**src/sv/assert_macros.svh**
```systemverilog
// Assertion macros shared by the tile corner angle RTL.
// Needs a clock named clk_i and an active-low reset named rst_ni at the use site.
`ifndef ASSERT_MACROS_SVH
`define ASSERT_MACROS_SVH
`ifndef SYNTHESIS
`define ASSERT_AT(label, prop, msg) \
  label: assert property (@(posedge clk_i) disable iff (!rst_ni) prop) else $error(msg);
`define ASSERT_IMPL(label, ante, cons, msg) \
  label: assert property (@(posedge clk_i) disable iff (!rst_ni) (ante) |-> (cons)) \
    else $error(msg);
`else
`define ASSERT_AT(label, prop, msg)
`define ASSERT_IMPL(label, ante, cons, msg)
`endif
`endif

```
**src/sv/tcac_pkg.sv**
```systemverilog
// Types and constants of the tile corner angle pipeline.
// No dependencies.
package tcac_pkg;
  localparam int POS_W        = 24;
  localparam int TILE_W       = 11;
  localparam int HEAD_W       = 19;
  localparam int RAD_W        = 23;
  localparam int DIST_W       = 19;
  localparam int ANG_W        = 19;
  localparam int HEAD_FRAC    = 8;
  localparam int ZW           = 36;
  localparam int CORDIC_GUARD = 24;
  localparam int ATAN_TAB_LEN = 24;
  localparam int LANES        = 4;

  localparam logic [TILE_W-1:0] TILE_RESET = 11'd64;
  localparam logic [TILE_W-1:0] TILE_MAX   = 11'd1024;

  localparam logic signed [HEAD_W:0] FULL_DEG  = 20'sd92160;
  localparam logic signed [HEAD_W:0] HALF_DEG  = 20'sd46080;
  localparam logic signed [HEAD_W:0] QUART_DEG = 20'sd23040;
  localparam logic signed [HEAD_W:0] THREEQ_DEG = 20'sd69120;

  localparam logic [26:0] DEG_TO_RAD_Q32 = 27'd74961321;

  localparam logic signed [ZW-1:0] QUARTER_Q32 = 36'sd6746518852;
  localparam logic [ZW-1:0] QUAD_OFF [LANES] = '{
    36'd0, 36'd6746518852, 36'd13493037704, 36'd20239556557
  };

  localparam logic [31:0] ATAN_TAB [ATAN_TAB_LEN] = '{
    32'd3373259426, 32'd1991351318, 32'd1052175346, 32'd534100635, 32'd268086748,
    32'd134174063, 32'd67103403, 32'd33553749, 32'd16777131, 32'd8388597,
    32'd4194303, 32'd2097152, 32'd1048576, 32'd524288, 32'd262144, 32'd131072,
    32'd65536, 32'd32768, 32'd16384, 32'd8192, 32'd4096, 32'd2048, 32'd1024, 32'd512
  };

  localparam logic [ANG_W-1:0] ANGLE_MAX = 19'd411775;

  typedef struct packed {
    logic signed [HEAD_W-1:0] heading;
    logic signed [RAD_W-1:0]  rad;
    logic [DIST_W-1:0]        d_top;
    logic [DIST_W-1:0]        d_bot;
    logic [DIST_W-1:0]        d_left;
    logic [DIST_W-1:0]        d_right;
    logic [LANES-1:0]         num_zero;
    logic [LANES-1:0]         den_zero;
  } side_t;
endpackage

```
**src/sv/tcac_cordic_cell.sv**
```systemverilog
// One vectoring CORDIC micro-rotation with its registers.
// Depends on tcac_pkg for the arctangent table.
module tcac_cordic_cell #(
  parameter int IDX = 0,
  parameter int XW  = 46
) (
  input  logic                           clk_i,
  input  logic signed [XW-1:0]           x_i,
  input  logic signed [XW-1:0]           y_i,
  input  logic signed [tcac_pkg::ZW-1:0] z_i,
  output logic signed [XW-1:0]           x_o,
  output logic signed [XW-1:0]           y_o,
  output logic signed [tcac_pkg::ZW-1:0] z_o
);
  import tcac_pkg::*;

  logic signed [XW-1:0] dx, dy, x_d, y_d, x_q, y_q;
  logic signed [ZW-1:0] step, z_d, z_q;

  always_comb begin
    dx   = y_i >>> IDX;
    dy   = x_i >>> IDX;
    step = $signed({4'b0, ATAN_TAB[IDX]});
    if (y_i > 0) begin
      x_d = x_i + dx;
      y_d = y_i - dy;
      z_d = z_i + step;
    end else begin
      x_d = x_i - dx;
      y_d = y_i + dy;
      z_d = z_i - step;
    end
  end

  always_ff @(posedge clk_i) begin
    x_q <= x_d;
    y_q <= y_d;
    z_q <= z_d;
  end

  assign x_o = x_q;
  assign y_o = y_q;
  assign z_o = z_q;
endmodule

```
**config.mk**
```make
export PLATFORM = sky130hd
export DESIGN_NAME = tcac_cordic_cell
export DESIGN_NICKNAME = d
export VERILOG_FILES = /design/src/sv/assert_macros.svh /design/src/sv/tcac_pkg.sv /design/src/sv/tcac_cordic_cell.sv
export SDC_FILE = /design/constraint.sdc
export NUM_CORES = 1
export LEC_CHECK = 0
export BUFFER_PORTS_ARGS = -buffer_cell sky130_fd_sc_hd__buf_2
export CORE_UTILIZATION = 25
export DETAILED_ROUTE_END_ITERATION = 12
export GPL_ROUTABILITY_DRIVEN = 0
export PLACE_DENSITY_LB_ADDON = 0.2
export SETUP_SLACK_MARGIN = 0.2
export SLEW_MARGIN = 20
export SYNTH_ARGS = -nofsm -noshare
export SYNTH_HDL_FRONTEND = slang
export SYNTH_SLANG_ARGS = --single-unit
```
**constraint.sdc**
```tcl
create_clock -name clk_i -period 14.3 [get_ports clk_i]
set_clock_uncertainty 0.05 [all_clocks]
set_input_delay 1.43 -clock clk_i [delete_from_list [all_inputs] [get_ports clk_i]]
set_output_delay 1.43 -clock clk_i [all_outputs]
set_load 0.02 [all_outputs]
```
Yosys cells after proc, flatten, opt, wreduce, memory -nomap -nowiden
Cells that the tools add are included.
{"block": "word_totals", "word_cells": 12, "inputBits": 129, "out_inout_bits": 128, "register_bits": 128}
{"block": "classes", "order_cmp": 1, "n_addsub": 5, "mux": 3}
{"cell": "46-bit 2-to-1 mux", "n": 2}
{"cell": "46-bit subtractor", "n": 2}
{"cell": "46-bit adder", "n": 1}
{"cell": "46-bit by 1-bit > comparator with 1-bit output (second input constant)", "n": 1}
{"cell": "36-bit by 33-bit adder with 36-bit output (second input constant)", "n": 1}
{"cell": "36-bit 2-to-1 mux", "n": 1}
{"cell": "36-bit by 33-bit subtractor with 36-bit output (second input constant)", "n": 1}

Depth between registers and ports, before layout
{"block": "depth", "ltp_word": 2, "mapped_depth": 18}

Least setup slack after synthesis
No wires, ideal clock.
{"block": "synth_path", "path_type": "input-to-reg", "start": "input port y_i[8]", "end": "register z_q[30], in the netlist z_o[30]", "cell_stages": 17, "setup_slack_ns": 8.677, "setup_ns": 0.072, "t_arrival_ns": 5.500, "path_buffers": 3, "required_ns": 14.178, "path_cell_list": "nor4_1 nand4_1 nor3_1 or2_2 clkbuf_1 clkbuf_1 buf_1 ha_1 a211o_1 a2111oi_2 nor3b_1 o31ai_1 a31oi_1 nand3_1 o21ai_0 a311oi_1 xnor2_1"}
{"block": "synth_via", "elab_chain_cells": 2}
{"element": "start: declaration", "line_no": "tcac_cordic_cell.sv:9", "rtl": "input logic signed [XW-1:0] y_i,"}
{"element": "46-bit by 1-bit > comparator with 1-bit output", "line_no": "tcac_cordic_cell.sv:24", "rtl": "if (y_i > 0) begin"}
{"element": "36-bit 2-to-1 mux", "line_no": "tcac_cordic_cell.sv:24"}
{"element": "via z_d[30]", "line_no": "tcac_cordic_cell.sv:18", "rtl": "logic signed [ZW-1:0] step, z_d, z_q;"}
{"element": "end signal: assignment", "line_no": "tcac_cordic_cell.sv:38", "rtl": "z_q <= z_d;"}
{"element": "end: declaration", "line_no": "tcac_cordic_cell.sv:18"}
The timed path passes the listed nets, and every way through them passes these cells.

Worst setup path in the final report
{"block": "layout_path", "start": "input port y_i[24]", "end": "register z_q[30], in the netlist z_o[30]"}
Same word-level chain as after synthesis.

==> reports/metrics.yaml <==
critical_path:
  cp-startpoint: "y_i[24]"
  crit_end: "z_o[30]"
  start_kind: "input port"
  critPathMaxStageDelay_ns: 0.76
  cp_max_fo: 72
  crit_type: "input port to flip-flop"
  endpoint_kind: "flip-flop"
  cp.arrival_ns: 6.53
  cp_data_required_time_ns: 14.62
  crit_path_top_delay_cell: "nor4_1"
  worstPathCellList: "buf_2 > nor4_1 > nand4_1 > nor3_1 > or2_4 > buf_4 > inv_2 > buf_4 > ha_1 > and4_1 > o21ai_0 > and2_1 > a31oi_1 > nand3_1 > o21ai_0 > a311oi_1 > xnor2_1"
sta:
  hold_viol_final: 0
  relSlewSlack_pct: 33.7
  tns_ns: 0
  worst_pin_slew_ns: 0.995
  period_needed_ns: 6.21
  post-route-period-util_pct: 43.4
  fmax_mhz: 161
  rsz0062_at_grt: "no"
  slew_violations: 0
  final.setup.worst_slack_ns: 8.09
  setup_viol: 0
  fin_hold_ws_ns: 0.987
cts:
  clock_sinks: 127
  h-tree-depth: 4
  cts_setup_buffers: 0
  cts_tree: "done"
  ctsHoldBuffers: 0
  cts-root-buf: "clkbuf_16"
  cts_buffers: 17
  clk_pin_slew_ns: 0.07
  post_cts_resize_count: 0
  clockBufferDepth: 2
routing:
  ant_nets: 0
  vias_per_cell: 5.24
  vias: 13431
  first_iter_violations: 1394
  dr.pass1.iters: 5
  wl_per_cell_um: 20.7
  drc: 0
  drt-total-wl_um: 53000
power_and_ir_drop:
  p_leak_uw: 0.00691
  p_comb_share_pct: 43.3
  powerDensity_nw_per_um2: 111
  power.share.clock_pct: 29.1
  power.switching_uw: 702
  swShare_pct: 41.8
  internal_power_uw: 978
  seqPwrFrac_pct: 27.7
  p_total_uw: 1680
  peakVddDrop_v: 0.0000768
placement:
  port_buffers: 256
  hpwl_um: 43200
  preCtsSetupSlack_ns: 7.59
final_layout:
  drive_gt1_share_pct: 17.2
  final_nets: 2179
  syn_to_final_growth_pct: 19.8
  fill_cells: 5499
  post-route-util_pct: 30.3
yosys:
  synth-seq-area-share_pct: 20.1
  yosys.area.top_type: "dfxtp_1"
  netlist_area_um2: 12700
  syn_avg_cell_area_um2: 7.61
  synth-main-ff-cell: "dfxtp_1"
  synth_warnings: 0
  synth_edf_count: 0
  yosys.area.top_type_share_pct: 20.1
  yosysMostFrequentCell: "a21oi_1"
  synthTopCellsByCount: "a21oi_1, ha_1, inv_1, dfxtp_1, nor2_1"
  synth_cell_types: 78
  synth.net_count: 1966
  async_reset_ff_share_pct: 0
  ys_ff_latch: 127
  synthTopCellsByArea: "dfxtp_1, ha_1, a21oi_1, xnor2_1, o21ai_0"
  netlist_instances: 1665
job:
  max_cap_violations: 0
global_routing:
  grt_pass1_wl_um: 78700
  grt_max_degree: 73
  grt_overflow: 0
  antenna_found_initial: 5
  grt_pass1_vias: 12895
  gr-usage-all-layers_pct: 20.4
floorplan:
  io_pins: 257
  core-area_um2: 50100
  die_area_um2: 51600
  chipWidth_um: 227
  start_util_pct: 25.3
  rows: 82
  die_h_um: 227
hold_path:
  holdPathStages: 1
  hold_class: "input port to flip-flop"
status:
  status: "finished, final reports clean"
## cell usage in the layout, fill, tap and decap left out, types with 26 or more instances in the layout
| master | n |
|---|---|
| xnor2_1 | 99 |
| o21bai_1 | 43 |
| nand3_1 | 27 |
| nand2_1 | 94 |
| nand4_1 | 26 |
| o21ai_0 | 118 |
| buf_2 | 256 |
| nor3_1 | 27 |
| nor4_1 | 28 |
| inv_1 | 152 |
| a21o_1 | 45 |
| dfxtp_1 | 127 |
| nor2_1 | 120 |
| ha_1 | 168 |
| a21oi_1 | 209 |
## metal layers
metal / GRT usage [%] / vias up / wire [um]
li1: - / 6393 / -
met1: 27.5 / 6359 / 24500
met2: 31.5 / 597 / 23200
met3: 4.69 / 76 / 3910
met4: 6.99 / 6 / 1300
met5: 0 / - / 41
## worst min path at each step
stage          startpoint      to  slack (ns)
6_report           z_i[0]  z_o[0]        0.99
4_1_cts            z_i[0]  z_o[0]        0.95
3_3_place_gp       z_i[0]  z_o[0]        1.48
5_1_grt            z_i[0]  z_o[0]        0.96
2_1_floorplan      z_i[0]  z_o[0]        1.41
3_5_place_dp       z_i[0]  z_o[0]        1.48
## per-stage QoR
stage	cells	instance area (um^2)
6_report	2563	15200
5_1_grt	2562	15200
3_5_place_dp	2531	14600
2_1_floorplan	1665	12700
3_3_place_gp	2531	14600
4_1_cts	2562	15200
## state kept, by name, summed over array words and instances (netlist names)
name  cells
x_o      46
y_o      45
z_o      36
## cell type report
| class | count | area [um^2] | area share (%) |
|---|---|---|---|
| flip-flops and latches | 127 | 2540 | 16.7 |
| clock inverters | 13 | 188 | 1.24 |
| multi-input cells | 1312 | 9250 | 60.9 |
| diodes | 1 | 2.50 | 0.0165 |
| well taps | 672 | 841 | 5.54 |
| clock buffers | 18 | 439 | 2.89 |
| repair buffers | 261 | 1320 | 8.69 |
| inverters | 159 | 597 | 3.93 |
## power groups by stage
stage | clock (uW) | sequential [uW] | combinational (uW)
2_1_floorplan | 0 | 576 | 354
3_3_place_gp | 0 | 473 | 721
3_5_place_dp | 0 | 473 | 719
4_1_cts | 508 | 467 | 723
5_1_grt | 520 | 472 | 786
6_report | 488 | 465 | 727
## worst max-delay path, delay by kind of cell
| kind | cells | cell delay (ns) |
|---|---|---|
| xor gates and xnor gates | 1 | 0.15 |
| buffers and inverters | 4 | 1.33 |
| and+or+nand+nor | 7 | 2.16 |
| adders and majority gates | 1 | 0.54 |
| AOI/OAI and AO/OA | 4 | 0.88 |
## cell families (layout without fill, tap and decap cells)
kind of cell,Yosys count,in the layout,share of synthesized area (%)
multiplexers,19,19,1.50
AND/OR/NAND/NOR,401,401,15.3
adder cells (fa/ha/maj),172,172,17.2
flip-flops,127,127,20.1
XOR/XNOR,118,118,8.15
AO/OA/AOI/OAI,602,602,30.8
buffers and inverters,226,451,6.96
other,0,1,0
No activity file was read; power rests on OpenSTA's default activity.
