--- config.mk ---
export PLATFORM = sky130hd
export DESIGN_NAME = tcac_mod_cell
export DESIGN_NICKNAME = d
export VERILOG_FILES = /design/src/sv/assert_macros.svh /design/src/sv/tcac_pkg.sv /design/src/sv/tcac_mod_cell.sv
export SDC_FILE = /design/constraint.sdc
export NUM_CORES = 1
export LEC_CHECK = 0
export ABC_AREA = 0
export BUFFER_PORTS_ARGS = -buffer_cell sky130_fd_sc_hd__buf_2
export CORE_MARGIN = 2
export CORE_UTILIZATION = 38
export DETAILED_ROUTE_END_ITERATION = 7
export PLACE_DENSITY = 0.74
export SLEW_MARGIN = 20
export SYNTH_ARGS = -nofsm -noshare
export SYNTH_HDL_FRONTEND = slang
export SYNTH_SLANG_ARGS = --single-unit
--- constraint.sdc ---
create_clock -name clk_i -period 2.3 [get_ports clk_i]
set_input_delay 0.345 -clock clk_i [delete_from_list [all_inputs] [get_ports clk_i]]
set_output_delay 0.345 -clock clk_i [all_outputs]
set_load 0.1 [all_outputs]
--- src/sv/assert_macros.svh ---
// Assertion macros shared by the tile corner angle RTL.
// Needs a clock named clk_i and an active-low reset named rst_ni at the use site.
`ifndef ASSERT_MACROS_SVH
`define ASSERT_MACROS_SVH
`ifndef SYNTHESIS
`define ASSERT_AT(label, prop, msg) \
  label: assert property (@(posedge clk_i) disable iff (!rst_ni) prop) else $error(msg);
`define ASSERT_IMPL(label, ante, cons, msg) \
  label: assert property (@(posedge clk_i) disable iff (!rst_ni) (ante) |-> (cons)) \
    else $error(msg);
`else
`define ASSERT_AT(label, prop, msg)
`define ASSERT_IMPL(label, ante, cons, msg)
`endif
`endif

--- src/sv/tcac_pkg.sv ---
// Types and constants of the tile corner angle pipeline.
// No dependencies.
package tcac_pkg;
  localparam int POS_W        = 24;
  localparam int TILE_W       = 11;
  localparam int HEAD_W       = 19;
  localparam int RAD_W        = 23;
  localparam int DIST_W       = 19;
  localparam int ANG_W        = 19;
  localparam int HEAD_FRAC    = 8;
  localparam int ZW           = 36;
  localparam int CORDIC_GUARD = 24;
  localparam int ATAN_TAB_LEN = 24;
  localparam int LANES        = 4;

  localparam logic [TILE_W-1:0] TILE_RESET = 11'd64;
  localparam logic [TILE_W-1:0] TILE_MAX   = 11'd1024;

  localparam logic signed [HEAD_W:0] FULL_DEG  = 20'sd92160;
  localparam logic signed [HEAD_W:0] HALF_DEG  = 20'sd46080;
  localparam logic signed [HEAD_W:0] QUART_DEG = 20'sd23040;
  localparam logic signed [HEAD_W:0] THREEQ_DEG = 20'sd69120;

  localparam logic [26:0] DEG_TO_RAD_Q32 = 27'd74961321;

  localparam logic signed [ZW-1:0] QUARTER_Q32 = 36'sd6746518852;
  localparam logic [ZW-1:0] QUAD_OFF [LANES] = '{
    36'd0, 36'd6746518852, 36'd13493037704, 36'd20239556557
  };

  localparam logic [31:0] ATAN_TAB [ATAN_TAB_LEN] = '{
    32'd3373259426, 32'd1991351318, 32'd1052175346, 32'd534100635, 32'd268086748,
    32'd134174063, 32'd67103403, 32'd33553749, 32'd16777131, 32'd8388597,
    32'd4194303, 32'd2097152, 32'd1048576, 32'd524288, 32'd262144, 32'd131072,
    32'd65536, 32'd32768, 32'd16384, 32'd8192, 32'd4096, 32'd2048, 32'd1024, 32'd512
  };

  localparam logic [ANG_W-1:0] ANGLE_MAX = 19'd411775;

  typedef struct packed {
    logic signed [HEAD_W-1:0] heading;
    logic signed [RAD_W-1:0]  rad;
    logic [DIST_W-1:0]        d_top;
    logic [DIST_W-1:0]        d_bot;
    logic [DIST_W-1:0]        d_left;
    logic [DIST_W-1:0]        d_right;
    logic [LANES-1:0]         num_zero;
    logic [LANES-1:0]         den_zero;
  } side_t;
endpackage

--- src/sv/tcac_mod_cell.sv ---
// One restoring step of the tile remainder chain, one position bit per cell.
// Depends on tcac_pkg.
module tcac_mod_cell #(
  parameter int IDX = 0
) (
  input  logic                       clk_i,
  input  logic [tcac_pkg::TILE_W-1:0] tile_i,
  input  logic [tcac_pkg::POS_W-1:0]  pos_i,
  input  logic [tcac_pkg::TILE_W-1:0] rem_i,
  output logic [tcac_pkg::POS_W-1:0]  pos_o,
  output logic [tcac_pkg::TILE_W-1:0] rem_o
);
  import tcac_pkg::*;

  logic [TILE_W:0]   trial;
  logic [TILE_W:0]   rem_d;
  logic [TILE_W-1:0] rem_q;
  logic [POS_W-1:0]  pos_q;

  always_comb begin
    trial = {rem_i, pos_i[POS_W-1-IDX]};
    rem_d = (trial >= {1'b0, tile_i}) ? trial - {1'b0, tile_i} : trial;
  end

  always_ff @(posedge clk_i) begin
    pos_q <= pos_i;
    rem_q <= rem_d[TILE_W-1:0];
  end

  assign pos_o = pos_q;
  assign rem_o = rem_q;
endmodule

# Word level (Yosys, flattened, before mapping)
# Cells that the tools add are included.
[totals]
register_bits = 35
latchBits = 0
ram_bits = 0
romBits = 0
inputBits = 47
out_inout_bits = 35
word_cells = 5
n_memories = 0
[classes]
addsub = 1
n_mul = 0
div = 0
order_cmp = 1
eq_ne = 0
shift = 0
n_mux = 1
bitwise_logic = 0
reduce_logical = 0
[ops]
columns = ["op", "count"]
rows = [
  ["$ge 12x11->1", 1],
  ["$mux 11", 1],
  ["$sub 11x11->11", 1],
]

# Longest topological paths before layout
# Gate-level depths: netlist of run 1.
[logic_depth]
ltp_word = 2
depth_mapped = 10
ltp_nobuf = 9

# Least setup slack after synthesis of run 1
# No wires, ideal clock.
[synth_timing]
path_kind = "input to register"
startpoint = "input tile_i[7] (netlist bit)"
endpoint = "register rem_q[3], in the netlist rem_o[3]"
setup_time_ns = 0.123
t_arrival_ns = 2.110
required_time_ns = 2.177
path_slack_ns = 0.067
stages = 8
cell_sequence = "inv_1 -> ha_1 -> a21oi_4 -> o21ai_2 -> or4b_1 -> o21ai_2 -> buf_4 -> mux2_1"
[synth_via]
elab_chain_len = 2
[synth_lines]
columns = ["element", "line", "source"]
rows = [
  ["start, declared", "tcac_mod_cell.sv:7", "input logic [tcac_pkg::TILE_W-1:0] tile_i,"],
  ["$ge 12x11->1", "tcac_mod_cell.sv:22", "rem_d = (trial >= {1'b0, tile_i}) ? trial - {1'b0, tile_i} : trial;"],
  ["$mux 11", "tcac_mod_cell.sv:22", ""],
  ["net rem_d[3]", "tcac_mod_cell.sv:16", "logic [TILE_W:0] rem_d;"],
  ["end signal, assigned", "tcac_mod_cell.sv:27", "rem_q <= rem_d[TILE_W-1:0];"],
  ["end, declared", "tcac_mod_cell.sv:17", "logic [TILE_W-1:0] rem_q;"],
]
# The timed path passes the listed nets, and every way through them passes these cells.

# Final worst setup path of run 1
[layout_timing]
startpoint = "input tile_i[5] (netlist bit)"
endpoint = "register rem_q[9], in the netlist rem_o[9]"
[layout_via]
elab_chain_len = 2
elab_cells_between_ends = 3
[layout_lines]
columns = ["element", "line"]
rows = [
  ["$sub 11x11->11 or $ge 12x11->1 (tied branches)", "tcac_mod_cell.sv:22"],
  ["$mux 11 (*)", "tcac_mod_cell.sv:22"],
  ["net rem_d[9]", "tcac_mod_cell.sv:16"],
]
# The timed path passes the listed nets; every way through them passes the cells marked *.

==> results of run 1 <==
cells by family (layout without fill, tap and decap cells):
group / count (synthesis) / in the layout
flops: 35 / 35
simple gates: 35 / 35
compound gates: 32 / 32
buf+inv: 17 / 117
fa+ha+maj: 12 / 12
xor+xnor: 7 / 7
mux: 2 / 2
stage by stage:
| step | util | hold WS, ns | power [W] | instance area, um^2 |
|---|---|---|---|---|
| after global routing | 0.5625 | 0.1433 | 0.001990 | 2028 |
| final | 0.5625 | 0.1581 | 0.001890 | 2028 |
| after CTS | 0.5625 | 0.1508 | 0.001911 | 2028 |
| after detailed placement | 0.5392 | 0.4491 | 0.001490 | 1944 |
| after global placement | 0.5392 | 0.4468 | 0.001486 | 1944 |
| after floorplan | - | 0.3727 | 0.001332 | 1394 |
power by group:
| part | total (W) | leakage (nW) | switching [W] | internal (W) |
|---|---|---|---|---|
| combinational | 0.000792 | 0.710 | 0.000619 | 0.000173 |
| sequential | 0.000683 | 0.295 | 0.0000129 | 0.000670 |
| clock | 0.000415 | 0.0477 | 0.000208 | 0.000207 |
final cells by class:
| cell class | instances | area [um^2] | area share |
|---|---|---|---|
| flip-flops and latches | 35 | 700.7 | 0.3455 |
| multi-input cells | 88 | 624.3 | 0.3078 |
| repair buffers | 94 | 503.0 | 0.2480 |
| clock buffers | 5 | 68.82 | 0.03393 |
| well taps | 48 | 60.06 | 0.02961 |
| inverters | 15 | 56.30 | 0.02776 |
| clock inverters | 3 | 15.01 | 0.007403 |
placed cells by master (no fill, tap or decap), types with 3 or more instances in the layout:
cell / count
buf_2: 81
dfxtp_1: 35
inv_1: 15
nand2_1: 15
buf_4: 13
ha_1: 11
o21ai_0: 10
a21oi_1: 7
nor2_1: 6
clkbuf_8: 5
xor2_1: 4
nand2b_1: 3
nor2b_1: 3
xnor2_1: 3
clkinv_2: 3
per-layer routing:
layer | share of wire | up-vias | track usage
li1 | - | 670 | -
met1 | 0.43 | 568 | 0.1812
met2 | 0.49 | 43 | 0.2708
met3 | 0.070 | 4 | 0.05382
met4 | 0.011 | 0 | 0.06117
met5 | 0 | - | 0
worst paths after layout:
check,from,endpoint,slack [ns],depth (start not counted)
max,tile_i[5],rem_o[9],0.23,10
min,pos_i[3],pos_o[3],0.16,1
worst max-delay path, delay by kind of cell:
family / cells / cell delay, ns
fa+ha+maj: 1 / 0.35
compound gates: 4 / 0.59
buf+inv: 3 / 0.28
simple gates: 2 / 0.65
sequential cells by signal, indices dropped and copies added (netlist names):
name,count
rem_o,11
pos_o,24
==> out/results.ini, run 1 <==
[outcome]
run_status = complete, no violations

[grt]
first_global_vias = 1279
grt_start_max_net_pins = 13
grt_overflow_total = 0
grt_pass1_wl_mm = 5.126
grt_util_all_layers = 0.1581
antenna_violations_before_repair = 0

[critical_path]
worst-endpoint-required_ns = 2.46
critical-path-max-stage-delay_ns = 0.52
crit_path_cell_trace = buf_2 -> inv_1 -> ha_1 -> a21oi_1 -> o21ai_2 -> or4b_1 -> o21ai_2 -> buf_4 -> nor2b_1 -> a31oi_1
crit_type = primary input to flip-flop
critPathArrivalTime_ns = 2.23
crit_slowest_cell = or4b_1
cp_common_cell = o21ai_2
timing.critical_path.to_type = flip-flop
crit_path_max_fanout = 6
cp-start-kind = primary input

[routing]
avgRoutedWirePerCell_um = 10.42
drt_first_pass_iters = 4
drt.antenna.violating_nets = 0
avgViaCountPerCell = 4.462
remaining_drc_errors = 0
first_iter_violations = 23
detailroute.via_count = 1285
drt-total-wl_mm = 3.002

[sta]
rsz0062_at_grt = false
fmaxAchievable_mhz = 483.9
finalSetupViolations = 0
setup_ws_final_ns = 0.2336
finalWorstPathRequiredPeriod_ns = 2.066
setup_tns_ns = 0
drv_slew = 0
final-hold-violation-count = 0
worst_slew_pin_slew_ns = 0.4977
slew-limit-headroom = 0.6705
final.period_utilization = 0.8984

[synthesis]
synth_area_leader_cell = dfxtp_1
syn_avg_cell_area_um2 = 9.956
yosys.area_share.xor_xnor = 0.04399
netlist_instances = 140
synth_area_mm2 = 0.001394
synth_edf_count = 0
synth_simple_gate_area_frac = 0.1257
synth_top_family_by_area = compound AO/OA/AOI/OAI gates
synth_compound_gate_area_share = 0.1490
synth.mux.area_fraction = 0.01616
postSynthRegisterBits = 35
synth.net_count = 199
async_flop_share = 0
ys_top_cells_by_area = dfxtp_1 50%, ha_1 9.9%, inv_1 4.0%
ys_types = 33
yosys.area_share.adder = 0.1131
synthFlopType = dfxtp_1
synth_top_area_frac = 0.5027
synth_most_common_cell = dfxtp_1
warnings_synthesis = 0
synth_top_cells_by_count = 35 x dfxtp_1, 15 x inv_1, 15 x nand2_1
synth_sequential_area_ratio = 0.5027

[cells_and_area]
nets_finish = 298
n_antenna_cell = 0
area_growth_from_synthesis_to_layout_pct = 45.51
fillCellCount = 338
drive_above_1_share = 0.4458
count_of_non_filler_cells_in_the_finished_layout = 288

[clocking]
max-clock-path-buffers = 2
cts.sinks = 35
cts_inserted_buffers = 5
cts_tree = built
post-cts-setup-buffers = 0
cts_hold_buffers = 0
cts_root_buf = clkbuf_8
ctsResizeCount = 0
cts.clk_slew.worst_paths_ns = 0.07
cts_max_level = 2

[pwr]
p_leak_nw = 1.053
pwr_density_cell_mw_per_mm2 = 932.0
peakVddDrop_mv = 0.4757

[floorplanning]
fp.dieW_um = 64.57
core.rowCount = 22
die-area_mm2 = 0.004169
die_h_um = 64.57
io_pins = 82
floorplan.initialDensity = 0.3865
design.core.area_mm2 = 0.003606

[place]
detailedPlacementHpwl_mm = 2.482
gpl.final_weighted_congestion = 0.8637
placedCellCount = 280
number_of_port_buffers = 81
preCtsSetupSlack_ns = -0.06245

[job]
timing.max_cap.violations = 0

[hold_path]
timing.hold.worst.class = primary input to flip-flop

Note: power is estimated with default switching activity, not from simulation.
==> run 2: changes to the inputs <==
--- a/config.mk
+++ b/config.mk
@@ -7,10 +7,11 @@
 export LEC_CHECK = 0
 export ABC_AREA = 0
 export BUFFER_PORTS_ARGS = -buffer_cell sky130_fd_sc_hd__buf_2
+export CAP_MARGIN = 5
 export CORE_MARGIN = 2
 export CORE_UTILIZATION = 38
 export DETAILED_ROUTE_END_ITERATION = 7
-export PLACE_DENSITY = 0.74
+export PLACE_DENSITY = 0.72
 export SLEW_MARGIN = 20
 export SYNTH_ARGS = -nofsm -noshare
 export SYNTH_HDL_FRONTEND = slang
==> run 2 against run 1 <==
  * Via count up 1.2%
  * Worst hold slack better by 0.0017 ns
  * Non-clock buffer count up 2
  * Die area unchanged
  * Sequential share of layout area down 0.21 points
  * Global-route usage down 0.15 points
  * Wire length down 1.3%
  * Design area up 0.62%
  * Largest cell class unchanged
  * Largest power group unchanged
  * Highest routed layer unchanged
==> out/results.ini, run 2 (synthesized netlist as in run 1, its figures left out) <==
[clocking]
cts_root_buf = clkbuf_8
cts_tree = built
cts.sinks = 35
cts_hold_buffers = 0
post-cts-setup-buffers = 0
max-clock-path-buffers = 2
ctsResizeCount = 0
cts.clk_slew.worst_paths_ns = 0.07
cts_inserted_buffers = 5
cts_max_level = 2

[cells_and_area]
area_growth_from_synthesis_to_layout_pct = 46.41
multiInputGateArea_um2 = 624.3
combined_flip_flop_and_latch_cell_area_um2 = 700.7
largest_reg_flops = 24
drive_above_1_share = 0.4421
mostFrequentLayoutCell = buf_2
nets_finish = 300
fillCellCount = 336
layout.cells.most_common_list = 81 x buf_2, 35 x dfxtp_1, 15 x inv_1, 15 x nand2_1, 15 x buf_4
n_antenna_cell = 0
count_of_non_filler_cells_in_the_finished_layout = 290

[routing]
drt-total-wl_mm = 2.964
first_iter_violations = 39
avgViaCountPerCell = 4.486
drt_first_pass_iters = 4
drt.antenna.violating_nets = 0
detailroute.via_count = 1301
remaining_drc_errors = 0
avgRoutedWirePerCell_um = 10.22

[grt]
grt_pass1_wl_mm = 5.043
grt_start_max_net_pins = 13
grt_overflow_total = 0
first_global_vias = 1224
antenna_violations_before_repair = 0
grt_util_all_layers = 0.1566

[floorplanning]
core.rowCount = 22
die_h_um = 64.57
floorplan.initialDensity = 0.3865
design.core.area_mm2 = 0.003606
die-area_mm2 = 0.004169
io_pins = 82
fp.dieW_um = 64.57

[outcome]
run_status = complete, no violations

[sta]
fmaxAchievable_mhz = 487.1
worst_slew_pin_slew_ns = 0.4907
slew-limit-headroom = 0.6751
final-hold-violation-count = 0
setup_tns_ns = 0
rsz0062_at_grt = false
finalSetupViolations = 0
final.period_utilization = 0.8926
drv_slew = 0
finalWorstPathRequiredPeriod_ns = 2.053

[pwr]
totalPowerFinal_w = 0.001887
pwr_density_cell_mw_per_mm2 = 924.8
peakVddDrop_mv = 0.3598
p_leak_nw = 1.057

[place]
detailedPlacementHpwl_mm = 2.496
placedCellCount = 282
gpl.final_weighted_congestion = 0.8793
number_of_port_buffers = 81

[critical_path]
crit_type = primary input to flip-flop
worst-endpoint-required_ns = 2.51
cp-start-kind = primary input
crit_path_max_fanout = 3
timing.critical_path.to_type = flip-flop
critPathArrivalTime_ns = 2.26

[job]
timing.max_cap.violations = 0

[hold_path]
timing.hold.worst.class = primary input to flip-flop

-- run 2: layout make-up --
cell class                      instances  share of cell area
Tap cell                               48             0.02943
Clock inverter                          1            0.002452
Timing Repair Buffer                   96              0.2538
Inverter                               15             0.02759
Multi-Input combinational cell         88              0.3059
Sequential cell                        35              0.3433
Clock buffer                            7             0.03740
-- run 2: metal layers --
metal  global-route usage  wire [um]
met1               0.1757       1226
met2               0.2760       1439
met3              0.05208        262
met4              0.05585         35
met5                    0          0
-- run 2: per-stage QoR --
step / worst slack (ns) / instance area (um^2) / util / hold WS, ns
final: 0.2470 / 2041 / 0.5659 / 0.1597
after global routing: 0.1284 / 2041 / 0.5659 / 0.1430
after floorplan: 0.06680 / 1394 / - / 0.3727
after detailed placement: -0.05951 / 1959 / 0.5434 / 0.4486
after global placement: -0.01697 / 1959 / 0.5434 / 0.4474
after CTS: 0.2387 / 2041 / 0.5659 / 0.1519
-- run 2: path summary, 6_finish.rpt --
check / end / startpoint / slack, ns / depth (start not counted)
setup / recovery: rem_o[9] / pos_i[23] / 0.25 / 10
hold / removal: pos_o[5] / pos_i[5] / 0.16 / 1
-- run 2: critical path, cell delays in order --
cell	delay, ns
buf_2	0.10
inv_1	0.04
ha_1	0.20
buf_4	0.14
nor2b_2	0.11
o21ai_1	0.08
a21boi_0	0.27
o41ai_1	0.13
or4b_2	0.66
a31oi_1	0.19
-- run 2: power breakdown --
group          total (W)  switching, W  internal, W
clock           0.000407      0.000195     0.000212
sequential      0.000686     0.0000147     0.000671
combinational   0.000794      0.000617     0.000177
